<file path="src/rtl/core/sam_ram.sv">
// Simple dual-port synchronous RAM with one write and one registered read port.
// No dependencies.
`default_nettype none
module sam_ram #(
    parameter int AW = 9,
    parameter int DW = 8
) (
    input  wire logic          i_clk,
    input  wire logic          i_we,
    input  wire logic [AW-1:0] i_waddr,
    input  wire logic [DW-1:0] i_wdata,
    input  wire logic [AW-1:0] i_raddr,
    output logic      [DW-1:0] o_rdata
);
    logic [DW-1:0] r_mem [(1 << AW)];

    always_ff @(posedge i_clk) begin
        if (i_we) begin
            r_mem[i_waddr] <= i_wdata;
        end
        o_rdata <= r_mem[i_raddr];
    end
endmodule
`default_nettype wire

</file>
<file path="config.mk">
export PLATFORM = sky130hd
export DESIGN_NAME = sam_ram
export DESIGN_NICKNAME = d
export VERILOG_FILES = /design/src/rtl/core/sam_ram.sv
export SDC_FILE = /design/constraint.sdc
export NUM_CORES = 2
export LEC_CHECK = 0
export BUFFER_PORTS_ARGS = -buffer_cell sky130_fd_sc_hd__buf_2
export CAP_MARGIN = 20
export CORE_ASPECT_RATIO = 0.5
export CORE_MARGIN = 2
export CORE_UTILIZATION = 50
export CTS_BUF_LIST = sky130_fd_sc_hd__clkbuf_16
export DETAILED_ROUTE_END_ITERATION = 8
export PLACE_DENSITY = 0.65
export RECOVER_POWER = 100
export SYNTH_ARGS = -nofsm -noshare
export SYNTH_HDL_FRONTEND = slang
export SYNTH_SLANG_ARGS = --single-unit
</file>
<file path="constraint.sdc">
create_clock -name i_clk -period 3.1 [get_ports i_clk]
set_input_delay 0.155 -clock i_clk [delete_from_list [all_inputs] [get_ports i_clk]]
set_output_delay 0.155 -clock i_clk [all_outputs]
set_load 0.02 [all_outputs]
</file>
==> key figures <==
Setup path
  • Critical Path Source: i_waddr[0]
  • Top cell family by delay on the critical path: simple AND/OR/NAND/NOR gates
  • Reg-to-reg endpoint: o_rdata[4]$_DFF_P_
  • Worst r2r src: r_mem[439][4]$_DFFE_PP_
  • Critical path depth: 5
  • CP cell instances: clkbuf_1 > nor2b_1 > nand2_1 > clkbuf_4 > nor2_1
  • Worst reg2reg path depth: 7
  • Nature of the critical path startpoint: input pin
  • Crit-path slowest cell: nand2_1
  • Worst path max stage delay: 1.24 ns
  • End point of the critical path: r_mem[250][3]$_DFFE_PP_
  • Critical Path Fanout Max: 14
  • CP endpoint kind: register
  • Buf+Inv Stages, Crit Path: 2
  • Critical path class: input pin to register
  • Worst endpoint required time: 3.64 ns
  • Crit path arrival time: 3.57 ns
  • Reg2reg setup slack: 0.09 ns

GRT
  • Number of global-route vias before repair: 81617
  • GRT Overall Usage: 25.50%
  • GRT Residual Overflow: 0
  • Global-route wire length before repair: 597100 microns
  • Largest net degree at the start of global routing: 151
  • Antenna violations before repair: 32

Clocking
  • CTS clk-pin slew, worst paths: 0.06 ns
  • Post_cts resized: 0
  • Clock Path Buffers: 4
  • CTS tree: yes
  • CTS Sinks: 4104
  • Clk_lat worst skew: 0.93 ns
  • H-tree lvl count: 5
  • Root buf cell: clkbuf_16
  • Setup Buffers After CTS: 0
  • Num CTS Buffers: 358

Finish
  • Final nets: 8680
  • Layout cells sized above 1: 18.26%
  • Area Overhead vs Synth: 12.33%

Placement
  • Post-DP HPWL: 267500 microns
  • Gpl congestion: 0.9739
  • IO Port Bufs: 35
  • Pre-CTS WS: -0.4219 ns

Pwr
  • PwrDens: 619.5 nW/um^2
  • VDD IR max: 0.5159 mV
  • Design Power: 0.1113 W
  • Leakage: 57.07 nW

Yosys
  • Register area share after synthesis: 77.01%
  • Largest family of logic cells by synthesized area: multiplexers
  • Mapped Nets: 8058
  • Post-Synthesis Cells: 8030
  • Multiplexer share of the synthesized area: 14.20%
  • Async SR Flop Fraction: 0%
  • XOR/XNOR Fraction of Synth Area: 0%
  • Post-synth EDFFs: 4096
  • Post-synthesis cell type count: 51
  • Avg Inst Size Synth: 19.92 sq um
  • Yosys reg bits: 4104
  • Post-Synth Adder-Cell Area: 0%
  • Post-synthesis compound-gate area fraction: 4.313%
  • Synth Area in Simple Gates: 2.631%
  • Post-Syn Area: 159900 sq um
  • Syn. warnings: 0
  • Top_reg_cell synth: edfxtp_1

Timing
  • Final hold viol count: 0
  • Worst Max-Slew Pin Slew: 2.887 ns
  • Relative slew margins: -92.44%
  • Final clock skew: 0.05262 ns
  • Final worst path period share: 97.67%
  • Max Clk Rate: 330.3 MHz
  • RSZ-0062 raised after global routing: no
  • Setup-failing EPs final: 0
  • Fin. max-slew vios: 549
  • Tmin final: 3.028 ns
  • Worst Setup Slack, final: 0.07211 ns
  • Final TNS setup: 0 ns

Flow run
  • Max cap viols: 14

Drt
  • Via density per instance: 6.362
  • DR vias: 83777
  • Post-Route WL: 420500 microns
  • WL/cell: 31.93 microns
  • Residual DRC: 0
  • DRT antenna net count: 0
  • Initial DRC Count: 11819
  • TritonRoute pass-1 iters: 6

Run status
  • Status: complete, but fails checks
  • Failing checks: max-capacitance violations, max-slew violations

Floorplanning
  • Die height: 403.9 microns
  • Number of top-level pins: 36
  • Row cnt: 146
  • Total core area: 317500 sq um
  • Die Wd: 803.8 microns
  • Initial Util: 50.37%
  • Die area: 324700 sq um

Min path
  • Hold path depth: 7
  • Hold WC Path Type: input pin to register
==> timing repair <==
item	4_1_cts	5_1_grt
hold buffers	8	0
hold endpoints to repair	1408	0
endpoints found under the setup margin	0	0
==> power by group <==
group          switching [W]  internal, W  leakage (nW)
clock network         0.0200       0.0242          5.89
registers          0.0000723       0.0611          36.9
logic                0.00392      0.00199          14.3
==> worst register-to-register path: cells and delay by family (launching register included) <==
| kind | cells | cell delay [ns] |
|---|---|---|
| mux | 2 | 1.09 |
| simple gates | 2 | 0.79 |
| buf+inv | 2 | 0.53 |
| flops | 1 | 0.38 |
| compound gates | 1 | 0.14 |
==> metrics by stage <==
stage / util, % / hold slack (ns) / instance area, sq um / std cells
after floorplan: - / 0.2539 / 159900 / 8030
after global placement: 53.50 / 0.5850 / 169900 / 12500
after detailed placement: 53.51 / 0.5847 / 169900 / 12502
after CTS: 57.11 / 0.0004967 / 181300 / 13161
after global routing: 56.58 / 0.2263 / 179600 / 13164
final: 56.59 / 0.2488 / 179700 / 13168
==> final cells by class <==
| class | instances | area, sq um |
|---|---|---|
| antenna | 7 | 17.52 |
| clock buffer | 365 | 9134 |
| clock inverter | 286 | 2221 |
| fill | 23606 | 137800 |
| inverter | 3 | 18.77 |
| multi-input combinational | 3410 | 33920 |
| sequential | 4104 | 123200 |
| tap | 4218 | 5278 |
| timing repair buffer | 775 | 5908 |
==> routing by layer <==
metal  vias up  global-route usage, %  routed length (microns)
met5         -                      0                       29
met4         4                  7.112                    12720
met3       650                  6.093                    45240
met2      4418                  38.61                   191400
met1     43994                  37.50                   171100
li1      34711                      -                        -
==> Yosys cell counts, types with 3 or more instances <==
| cell | count | area, sq um |
|---|---|---|
| buf_1 | 41 | 153.9 |
| o31ai_1 | 13 | 97.59 |
| or2_2 | 4 | 25.02 |
| mux4_2 | 654 | 14730 |
| dfxtp_1 | 8 | 160.2 |
| nor2b_1 | 6 | 37.54 |
| nor3b_1 | 8 | 60.06 |
| a211oi_1 | 17 | 127.6 |
| nand2_1 | 111 | 416.7 |
| a2111oi_0 | 3 | 26.28 |
| and3_1 | 4 | 25.02 |
| o22a_1 | 3 | 26.28 |
| buf_4 | 70 | 525.5 |
| nor4_1 | 36 | 225.2 |
| and3b_1 | 4 | 35.03 |
| nand4_1 | 32 | 200.2 |
| clkbuf_1 | 265 | 994.7 |
| o221ai_1 | 371 | 3249 |
| o41ai_1 | 7 | 61.31 |
| buf_8 | 11 | 165.2 |
| or3_1 | 6 | 37.54 |
| a21oi_1 | 194 | 970.9 |
| o22ai_1 | 163 | 1020 |
| o311ai_0 | 5 | 43.79 |
| a22oi_1 | 61 | 457.9 |
| and2_1 | 20 | 125.1 |
| a22o_1 | 5 | 43.79 |
| o2111a_1 | 8 | 90.09 |
| nor2_1 | 597 | 2241 |
| nor3_1 | 109 | 545.5 |
| buf_12 | 5 | 100.1 |
| nand2b_1 | 4 | 25.02 |
| mux2i_1 | 797 | 7978 |
| buf_6 | 64 | 720.7 |
| o21ai_0 | 118 | 590.6 |
| nand3_1 | 36 | 180.2 |
| edfxtp_1 | 4096 | 123000 |
| buf_2 | 57 | 285.3 |
==> how the worst min path moves through the flow <==
stage                          start                       to
after floorplan           i_wdata[0]    r_mem[0][0]$_DFFE_PP_
after global placement    i_wdata[1]  r_mem[460][1]$_DFFE_PP_
after detailed placement  i_wdata[1]  r_mem[460][1]$_DFFE_PP_
after CTS                 i_waddr[0]  r_mem[395][1]$_DFFE_PP_
after global routing      i_raddr[3]       o_rdata[2]$_DFF_P_
final                     i_raddr[2]       o_rdata[1]$_DFF_P_
==> kinds of logic (layout without fill, tap and decap cells) <==
logic type	Yosys count	after routing
flip-flops	4104	4104
multiplexers	1451	1451
AND/OR/NAND/NOR	980	980
AO/OA/AOI/OAI	979	979
buffers and inverters	516	1429
other	0	7
==> flip-flops by register name (all words and copies together), names as in the netlist <==
name and flops:
r_mem 4096, o_rdata 8
==> layout by cell type, fill, tap and decap left out, types with 14 or more instances in the layout <==
cell | netlist | final
nand4_1 | 32 | 32
nand2_1 | 111 | 105
clkbuf_2 | 0 | 36
clkbuf_4 | 0 | 16
buf_4 | 70 | 277
bufinv_16 | 0 | 34
buf_12 | 5 | 108
nor3_1 | 109 | 108
nor4_1 | 36 | 36
mux2i_1 | 797 | 797
buf_2 | 57 | 14
a21oi_1 | 194 | 194
clkbuf_16 | 0 | 365
mux4_2 | 654 | 654
o221ai_1 | 371 | 371
nor2_1 | 597 | 595
clkinv_2 | 0 | 76
clkinv_1 | 0 | 83
o21ai_0 | 118 | 118
and2_1 | 20 | 18
edfxtp_1 | 4096 | 4096
nand3_1 | 36 | 33
a22oi_1 | 61 | 61
o22ai_1 | 163 | 163
a211oi_1 | 17 | 17
inv_1 | 2 | 74
clkbuf_1 | 265 | 313
Power figures use the tool's default switching activity.
