===== config.mk =====
export PLATFORM = sky130hd
export DESIGN_NAME = sam_ctrl
export DESIGN_NICKNAME = d
export VERILOG_FILES = /design/src/rtl/core/sam_pkg.sv /design/src/rtl/core/sam_ctrl.sv
export SDC_FILE = /design/constraint.sdc
export NUM_CORES = 1
export LEC_CHECK = 0
export BUFFER_PORTS_ARGS = -buffer_cell sky130_fd_sc_hd__buf_2
export CAP_MARGIN = 5
export CORE_MARGIN = 2
export CORE_UTILIZATION = 50
export CTS_BUF_LIST = sky130_fd_sc_hd__clkbuf_16
export CTS_CLUSTER_SIZE = 30
export DETAILED_ROUTE_END_ITERATION = 16
export MAX_ROUTING_LAYER = met4
export PLACE_DENSITY_LB_ADDON = 0.1
export SYNTH_ARGS = -nofsm -noshare
export SYNTH_HDL_FRONTEND = slang
export SYNTH_SLANG_ARGS = --single-unit

===== constraint.sdc =====
create_clock -name i_clk -period 3.7 [get_ports i_clk]
set_clock_uncertainty 0.05 [all_clocks]
set_input_delay 0.185 -clock i_clk [delete_from_list [all_inputs] [get_ports i_clk]]
set_output_delay 0.185 -clock i_clk [all_outputs]
set_load 0.005 [all_outputs]

===== src/rtl/core/sam_pkg.sv =====
// Package for the suffix automaton matcher: item codes, status codes,
// controller states and the result record. No dependencies.
`default_nettype none
package sam_pkg;

    localparam logic [1:0] K_CLEAR = 2'd0;
    localparam logic [1:0] K_TEXT  = 2'd1;
    localparam logic [1:0] K_QUERY = 2'd2;

    localparam logic [1:0] ST_OK    = 2'd0;
    localparam logic [1:0] ST_FOUND = 2'd1;
    localparam logic [1:0] ST_MISS  = 2'd2;
    localparam logic [1:0] ST_FULL  = 2'd3;

    typedef enum logic [3:0] {
        S_CLR, S_IDLE, S_E1, S_W1, S_C0, S_CPY, S_CPYW,
        S_R1, S_FIX, S_FIX2, S_FIN, S_Q1, S_Q2, S_RESP
    } t_state;

    typedef struct packed {
        logic [1:0] status;
        logic [7:0] position;
    } t_res;

endpackage
`default_nettype wire


===== src/rtl/core/sam_ctrl.sv =====
// Sequencer for the suffix automaton: construction walks, clone row copy,
// queries and table clearing. Depends on sam_pkg; drives two sam_ram instances.
`default_nettype none
module sam_ctrl #(
    parameter int MAX_TEXT    = 256,
    parameter int SYMBOL_BITS = 8,
    parameter int SW          = 9,
    parameter int TW          = 9
) (
    input  wire logic                     i_clk,
    input  wire logic                     i_rst_n,
    input  wire logic                     i_valid,
    input  wire logic [1:0]               i_kind,
    input  wire logic [SYMBOL_BITS-1:0]   i_sym,
    input  wire logic                     i_last,
    output logic                          o_stall,
    input  wire logic                     i_out_free,
    output logic                          o_load,
    output sam_pkg::t_res                 o_res,
    output logic                          o_tr_we,
    output logic [SW+SYMBOL_BITS-1:0]     o_tr_waddr,
    output logic [SW:0]                   o_tr_wdata,
    output logic [SW+SYMBOL_BITS-1:0]     o_tr_raddr,
    input  wire logic [SW:0]              i_tr_rdata,
    output logic                          o_sm_we,
    output logic [SW-1:0]                 o_sm_waddr,
    output logic [2*TW+SW-1:0]            o_sm_wdata,
    output logic [SW-1:0]                 o_sm_raddr,
    input  wire logic [2*TW+SW-1:0]       i_sm_rdata
);
    import sam_pkg::*;

    localparam int SB  = SYMBOL_BITS;
    localparam int TAW = SW + SB;
    localparam int PW  = (TW + 1 > 8) ? TW + 1 : 8;

    t_state          r_st, n_st;
    logic [TAW-1:0]  r_cnt, n_cnt;
    logic            r_clr_rsp, n_clr_rsp;
    logic [SB-1:0]   r_sym, n_sym;
    logic            r_last, n_last;
    logic [SW-1:0]   r_scount, n_scount;
    logic [SW-1:0]   r_lastst, n_lastst;
    logic [TW-1:0]   r_text, n_text;
    logic [SW-1:0]   r_qst, n_qst;
    logic            r_qfail, n_qfail;
    logic [TW-1:0]   r_qlen, n_qlen;
    logic [SW-1:0]   r_nw, n_nw, r_cur, n_cur, r_nxt, n_nxt, r_cl, n_cl;
    logic [TW-1:0]   r_nwlen, n_nwlen, r_curlen, n_curlen;
    logic [TW-1:0]   r_nxtlen, n_nxtlen, r_nxtfe, n_nxtfe;
    logic [SB-1:0]   r_j, n_j, r_jd, n_jd;
    logic            r_cpv, n_cpv;
    t_res            r_res, n_res;

    logic            t_v;
    logic [SW-1:0]   t_tg;
    logic [TW-1:0]   s_len, s_fe;
    logic [SW-1:0]   s_link;
    logic [PW-1:0]   pos_full;

    assign t_v    = i_tr_rdata[SW];
    assign t_tg   = i_tr_rdata[SW-1:0];
    assign s_len  = i_sm_rdata[2*TW+SW-1 -: TW];
    assign s_link = i_sm_rdata[TW +: SW];
    assign s_fe   = i_sm_rdata[TW-1:0];
    assign pos_full = PW'(s_fe) + PW'(1) - PW'(r_qlen);

    assign o_stall = (r_st != S_IDLE);
    assign o_res   = r_res;

    always_ff @(posedge i_clk) begin
        if (!i_rst_n) begin
            r_st      <= S_CLR;
            r_cnt     <= '0;
            r_clr_rsp <= 1'b0;
            r_scount  <= SW'(1);
            r_lastst  <= '0;
            r_text    <= '0;
            r_qst     <= '0;
            r_qfail   <= 1'b0;
            r_qlen    <= '0;
            r_cpv     <= 1'b0;
        end else begin
            r_st      <= n_st;
            r_cnt     <= n_cnt;
            r_clr_rsp <= n_clr_rsp;
            r_scount  <= n_scount;
            r_lastst  <= n_lastst;
            r_text    <= n_text;
            r_qst     <= n_qst;
            r_qfail   <= n_qfail;
            r_qlen    <= n_qlen;
            r_cpv     <= n_cpv;
        end
    end

    always_ff @(posedge i_clk) begin
        r_sym    <= n_sym;
        r_last   <= n_last;
        r_nw     <= n_nw;
        r_cur    <= n_cur;
        r_nxt    <= n_nxt;
        r_cl     <= n_cl;
        r_nwlen  <= n_nwlen;
        r_curlen <= n_curlen;
        r_nxtlen <= n_nxtlen;
        r_nxtfe  <= n_nxtfe;
        r_j      <= n_j;
        r_jd     <= n_jd;
        r_res    <= n_res;
    end

    always_comb begin
        n_st = r_st; n_cnt = r_cnt; n_clr_rsp = r_clr_rsp; n_sym = r_sym;
        n_last = r_last; n_scount = r_scount; n_lastst = r_lastst; n_text = r_text;
        n_qst = r_qst; n_qfail = r_qfail; n_qlen = r_qlen; n_nw = r_nw;
        n_cur = r_cur; n_nxt = r_nxt; n_cl = r_cl; n_nwlen = r_nwlen;
        n_curlen = r_curlen; n_nxtlen = r_nxtlen; n_nxtfe = r_nxtfe;
        n_j = r_j; n_jd = r_jd; n_cpv = r_cpv; n_res = r_res;
        o_load = 1'b0;
        o_tr_we = 1'b0; o_tr_waddr = {r_cur, r_sym}; o_tr_wdata = '0;
        o_tr_raddr = {r_cur, r_sym};
        o_sm_we = 1'b0; o_sm_waddr = r_cur; o_sm_wdata = '0;
        o_sm_raddr = r_cur;
        case (r_st)
            S_CLR: begin
                // Sweep the transition table invalid and rewrite the root.
                o_tr_we = 1'b1;
                o_tr_waddr = r_cnt;
                o_sm_we = 1'b1;
                o_sm_waddr = '0;
                n_cnt = r_cnt + TAW'(1);
                if (r_cnt == '1) begin
                    n_st = r_clr_rsp ? S_RESP : S_IDLE;
                end
            end
            S_IDLE: begin
                n_sym = i_sym;
                n_last = i_last;
                n_res = '{status: ST_OK, position: 8'd0};
                o_tr_raddr = {r_qst, i_sym};
                o_sm_raddr = r_lastst;
                n_cur = r_lastst;
                if (i_valid) begin
                    case (i_kind)
                        K_CLEAR: begin
                            n_scount = SW'(1); n_lastst = '0; n_text = '0;
                            n_qst = '0; n_qfail = 1'b0; n_qlen = '0;
                            n_cnt = '0; n_clr_rsp = 1'b1;
                            n_st = S_CLR;
                        end
                        K_TEXT: begin
                            n_qst = '0; n_qfail = 1'b0; n_qlen = '0;
                            if (r_text == TW'(MAX_TEXT)) begin
                                n_res.status = ST_FULL;
                                n_st = S_RESP;
                            end else begin
                                n_st = S_E1;
                            end
                        end
                        K_QUERY: begin
                            if (!r_qfail) begin
                                n_st = S_Q1;
                            end else begin
                                if (i_last) begin
                                    n_res.status = ST_MISS;
                                    n_qst = '0; n_qfail = 1'b0; n_qlen = '0;
                                end
                                n_st = S_RESP;
                            end
                        end
                        default: begin
                            n_st = S_RESP;
                        end
                    endcase
                end
            end
            S_E1: begin
                // Create the new state from the length of the previous last state.
                n_nw = r_scount;
                n_nwlen = s_len + TW'(1);
                n_scount = r_scount + SW'(1);
                o_sm_we = 1'b1;
                o_sm_waddr = r_scount;
                o_sm_wdata = {s_len + TW'(1), SW'(0), s_len};
                n_st = S_W1;
            end
            S_W1: begin
                if (t_v) begin
                    n_curlen = s_len;
                    n_nxt = t_tg;
                    o_sm_raddr = t_tg;
                    n_st = S_C0;
                end else begin
                    o_tr_we = 1'b1;
                    o_tr_wdata = {1'b1, r_nw};
                    if (r_cur == '0) begin
                        n_st = S_FIN;
                    end else begin
                        n_cur = s_link;
                        o_tr_raddr = {s_link, r_sym};
                        o_sm_raddr = s_link;
                    end
                end
            end
            S_C0: begin
                if (r_curlen + TW'(1) == s_len) begin
                    o_sm_we = 1'b1;
                    o_sm_waddr = r_nw;
                    o_sm_wdata = {r_nwlen, r_nxt, r_nwlen - TW'(1)};
                    n_st = S_FIN;
                end else begin
                    n_cl = r_scount;
                    n_scount = r_scount + SW'(1);
                    o_sm_we = 1'b1;
                    o_sm_waddr = r_scount;
                    o_sm_wdata = {r_curlen + TW'(1), s_link, s_fe};
                    n_nxtlen = s_len;
                    n_nxtfe = s_fe;
                    n_j = '0;
                    n_cpv = 1'b0;
                    n_st = S_CPY;
                end
            end
            S_CPY: begin
                // Row copy runs one read ahead of its write.
                o_tr_raddr = {r_nxt, r_j};
                o_tr_we = r_cpv;
                o_tr_waddr = {r_cl, r_jd};
                o_tr_wdata = i_tr_rdata;
                n_jd = r_j;
                n_cpv = 1'b1;
                n_j = r_j + SB'(1);
                if (r_j == '1) begin
                    n_st = S_CPYW;
                end
            end
            S_CPYW: begin
                o_tr_we = 1'b1;
                o_tr_waddr = {r_cl, r_jd};
                o_tr_wdata = i_tr_rdata;
                n_cpv = 1'b0;
                n_st = S_R1;
            end
            S_R1: begin
                if (!t_v || t_tg != r_nxt) begin
                    n_st = S_FIX;
                end else begin
                    o_tr_we = 1'b1;
                    o_tr_wdata = {1'b1, r_cl};
                    if (r_cur == '0) begin
                        n_st = S_FIX;
                    end else begin
                        n_cur = s_link;
                        o_tr_raddr = {s_link, r_sym};
                        o_sm_raddr = s_link;
                    end
                end
            end
            S_FIX: begin
                o_sm_we = 1'b1;
                o_sm_waddr = r_nxt;
                o_sm_wdata = {r_nxtlen, r_cl, r_nxtfe};
                n_st = S_FIX2;
            end
            S_FIX2: begin
                o_sm_we = 1'b1;
                o_sm_waddr = r_nw;
                o_sm_wdata = {r_nwlen, r_cl, r_nwlen - TW'(1)};
                n_st = S_FIN;
            end
            S_FIN: begin
                n_lastst = r_nw;
                n_text = r_text + TW'(1);
                n_st = S_RESP;
            end
            S_Q1: begin
                n_st = S_RESP;
                if (t_v) begin
                    n_qst = t_tg;
                    n_qlen = r_qlen + TW'(1);
                    o_sm_raddr = t_tg;
                    if (r_last) begin
                        n_st = S_Q2;
                    end
                end else if (r_last) begin
                    n_res.status = ST_MISS;
                    n_qst = '0; n_qfail = 1'b0; n_qlen = '0;
                end else begin
                    n_qfail = 1'b1;
                end
            end
            S_Q2: begin
                n_res.status = ST_FOUND;
                n_res.position = pos_full[7:0];
                n_qst = '0; n_qfail = 1'b0; n_qlen = '0;
                n_st = S_RESP;
            end
            S_RESP: begin
                if (i_out_free) begin
                    o_load = 1'b1;
                    n_st = S_IDLE;
                end
            end
            default: begin
                n_st = S_IDLE;
            end
        endcase
    end
endmodule
`default_nettype wire

==> flow_summary.yaml <==
yosys:
  synth_common_cells: "nand2_1, nor2_1, edfxtp_1"
  ys_seq_elements: 175
  syn_nets: 1288
  async_flop_share_pct: 0
  synth_cell_types: 81
  ys.flop_type: "edfxtp_1"
  yosysTopAreaCellShare_pct: 29.4
  synthesis.instances: 1208
  post-synth-top-count-cell: "nand2_1"
  synth_area_leader_cell: "edfxtp_1"
  synth_edf_count: 107
  yosysWarningCount: 0
  yosys-top-cells-area: "edfxtp_1, dfxtp_1, nand2_1, nor2_1, a22oi_1"
  syn_avg_cell_area_um2: 9.04
  synth_area_um2: 10900
  yosysSeqAreaShare_pct: 41.9
sta:
  finalCriticalPeriod_ns: 3.45
  fmax_mhz: 290
  slew_viol_final: 0
  setup_violations: 0
  fin_ws_ns: 0.250
  setup_tns_ns: 0
  grt_setup_unrepaired: "false"
  tightestPinTransition_ns: 1.23
  relSlewSlack_pct: 17.8
  final-hold-violation-count: 0
  period_share_pct: 93.2
finish:
  layout.nets: 1452
  design_area_um2: 12900
  syn_to_final_growth_pct: 18.2
  drive_gt1_share_pct: 18.7
  fillCellCount: 1953
placed_design:
  dp_hpwl_um: 26100
  io_buffers: 154
  dpl_cell_area_um2: 12100
  place_ws_ns: 0.572
  gp_congestion: 0.946
global_routing:
  antenna_found_initial: 1
  grt_pass1_vias: 9599
  grt_pass1_wl_um: 53900
  grt_usage_pct: 31.6
  grt_max_degree: 40
  grt_overflow_total: 0
power_and_ir_drop:
  ir_drop_uv: 315
  p_per_area_nw_per_um2: 311
  leakage_nw: 5.06
min_path:
  hp-class: "primary input to register"
  hold_depth: 1
run:
  cap_viol_max_count: 0
clocking:
  cts_buffer_depth: 2
  cts_sinks: 175
  cts_buffers: 17
  cts_tree: "built"
  clk_pin_slew_ns: 0.07
  clock-root-buffer: "clkbuf_16"
  clk_latency_ns: 0.44
  cts_max_level: 4
route:
  vias: 10400
  first_pass_iters: 6
  via_per_inst: 6.24
  drc: 0
  postRouteAntennaNets: 0
  wl_um: 35600
  drt_iter0_markers: 1041
  avgRoutedWirePerCell_um: 21.3
critical_path:
  cp-end-kind: "output pin"
  worst-endpoint-required_ns: 3.46
  cp_max_fo: 24
  path_class: "register to output pin"
  arrival_ns: 3.21
  startpoint_type: "register"
  worstRegToRegCells: 7
floorplanning:
  ios: 155
  initial_core_util_pct: 50.5
  dieArea_um2: 23000
  die_h_um: 152
  num_rows: 54
  fp.dieW_um: 152
  core-area_um2: 21600
run_status:
  status: "finished clean"
-- per-layer routing --
metal / share of wire (%) / wire length [µm] / GRT usage (%) / vias up
li1: - / - / - / 4811
met1: 42 / 14800 / 42.6 / 4932
met2: 46 / 16300 / 47.9 / 588
met3: 9.7 / 3450 / 5.48 / 69
met4: 2.8 / 998 / 11.5 / 0
met5: 0 / 0 / - / -
-- where the power goes --
part	switching (W)	total (W)	internal, W
clock network	0.000814	0.00171	0.000900
logic	0.000143	0.000241	0.0000976
registers	0.00000582	0.00206	0.00206
total	0.000962	0.00402	0.00305
-- worst max-delay path, cell delays in order, from the launching register on --
cell	delay [ns]
dfxtp_2	0.64
buf_4	0.35
nor2b_1	0.15
nand3_1	0.32
inv_1	0.15
nor2_1	0.56
a21oi_1	0.16
o32a_1	0.32
buf_2	0.13
-- layout make-up --
class                   instances  area (µm²)  area share, %
inverters                      60         225           1.75
clock inverters                14        86.3          0.669
flip-flops and latches        175        4580           35.5
multi-input cells             893        5840           45.2
clock buffers                  18         450           3.49
repair buffers                225        1380           10.7
diodes                          1        2.50         0.0194
well taps                     280         350           2.72
-- cell usage in the layout, fill, tap and decap left out, types with 18 or more instances in the layout --
cell type and instances:
nand2_1 155, buf_2 154, nor2_1 128, edfxtp_1 107, dfxtp_1 67, inv_1 63
a22oi_1 57, a21oi_1 55, buf_4 42, xor2_1 37, xnor2_1 35, o21ai_0 34
nand3_1 32, mux2i_1 31, nand4_1 31, dlygate4sd3_1 29, ha_1 27, nor3_1 22
a221o_1 19, o31ai_1 18, clkbuf_16 18
-- cells by family after synthesis --
| group | synth area share [%] |
|---|---|
| simple gates | 20.6 |
| mux | 3.15 |
| xor+xnor | 5.98 |
| flops | 41.9 |
| buf+inv | 5.24 |
| fa+ha+maj | 3.28 |
| compound gates | 19.9 |
-- final timing paths --
kind | from | to | slack [ns]
setup / recovery | r_st[2] | o_tr_raddr[15] | 0.25
hold / removal | i_sm_rdata[18] | r_curlen[0] | 0.01
setup reg to reg | r_curlen[0] | r_j[2] | 0.71
hold reg to reg | r_cnt[16] | r_cnt[16] | 0.45
-- flip-flops by register name, summed over array words and instances, names as in the netlist, 9 cells and up --
signal and cells:
r_cnt 17, o_res 10, r_cl 9, r_cur 9, r_curlen 9, r_lastst 9, r_nw 9, r_nwlen 9
r_nxt 9, r_nxtfe 9, r_nxtlen 9, r_qst 9, r_scount 9, r_text 9
-- through the flow --
| stage | utilization, % | std cells | hold slack (ns) | power, W |
|---|---|---|---|---|
| after floorplan | - | 1208 | 0.234 | 0.00222 |
| final | 59.7 | 1666 | 0.0145 | 0.00402 |
| after global routing | 59.7 | 1666 | 0.0217 | 0.00412 |
| after detailed placement | 55.7 | 1602 | 0.329 | 0.00232 |
| after CTS | 59.6 | 1663 | 0.00794 | 0.00403 |
| after global placement | 55.7 | 1602 | 0.327 | 0.00232 |
-- repair_timing --
item	in CTS	in global routing
hold buffers	29	0
resized for setup	0	2
hold endpoints to repair	31	0
endpoints found under the setup margin	0	7
setup buffers	0	2
Note: power is estimated with default switching activity, not from simulation.
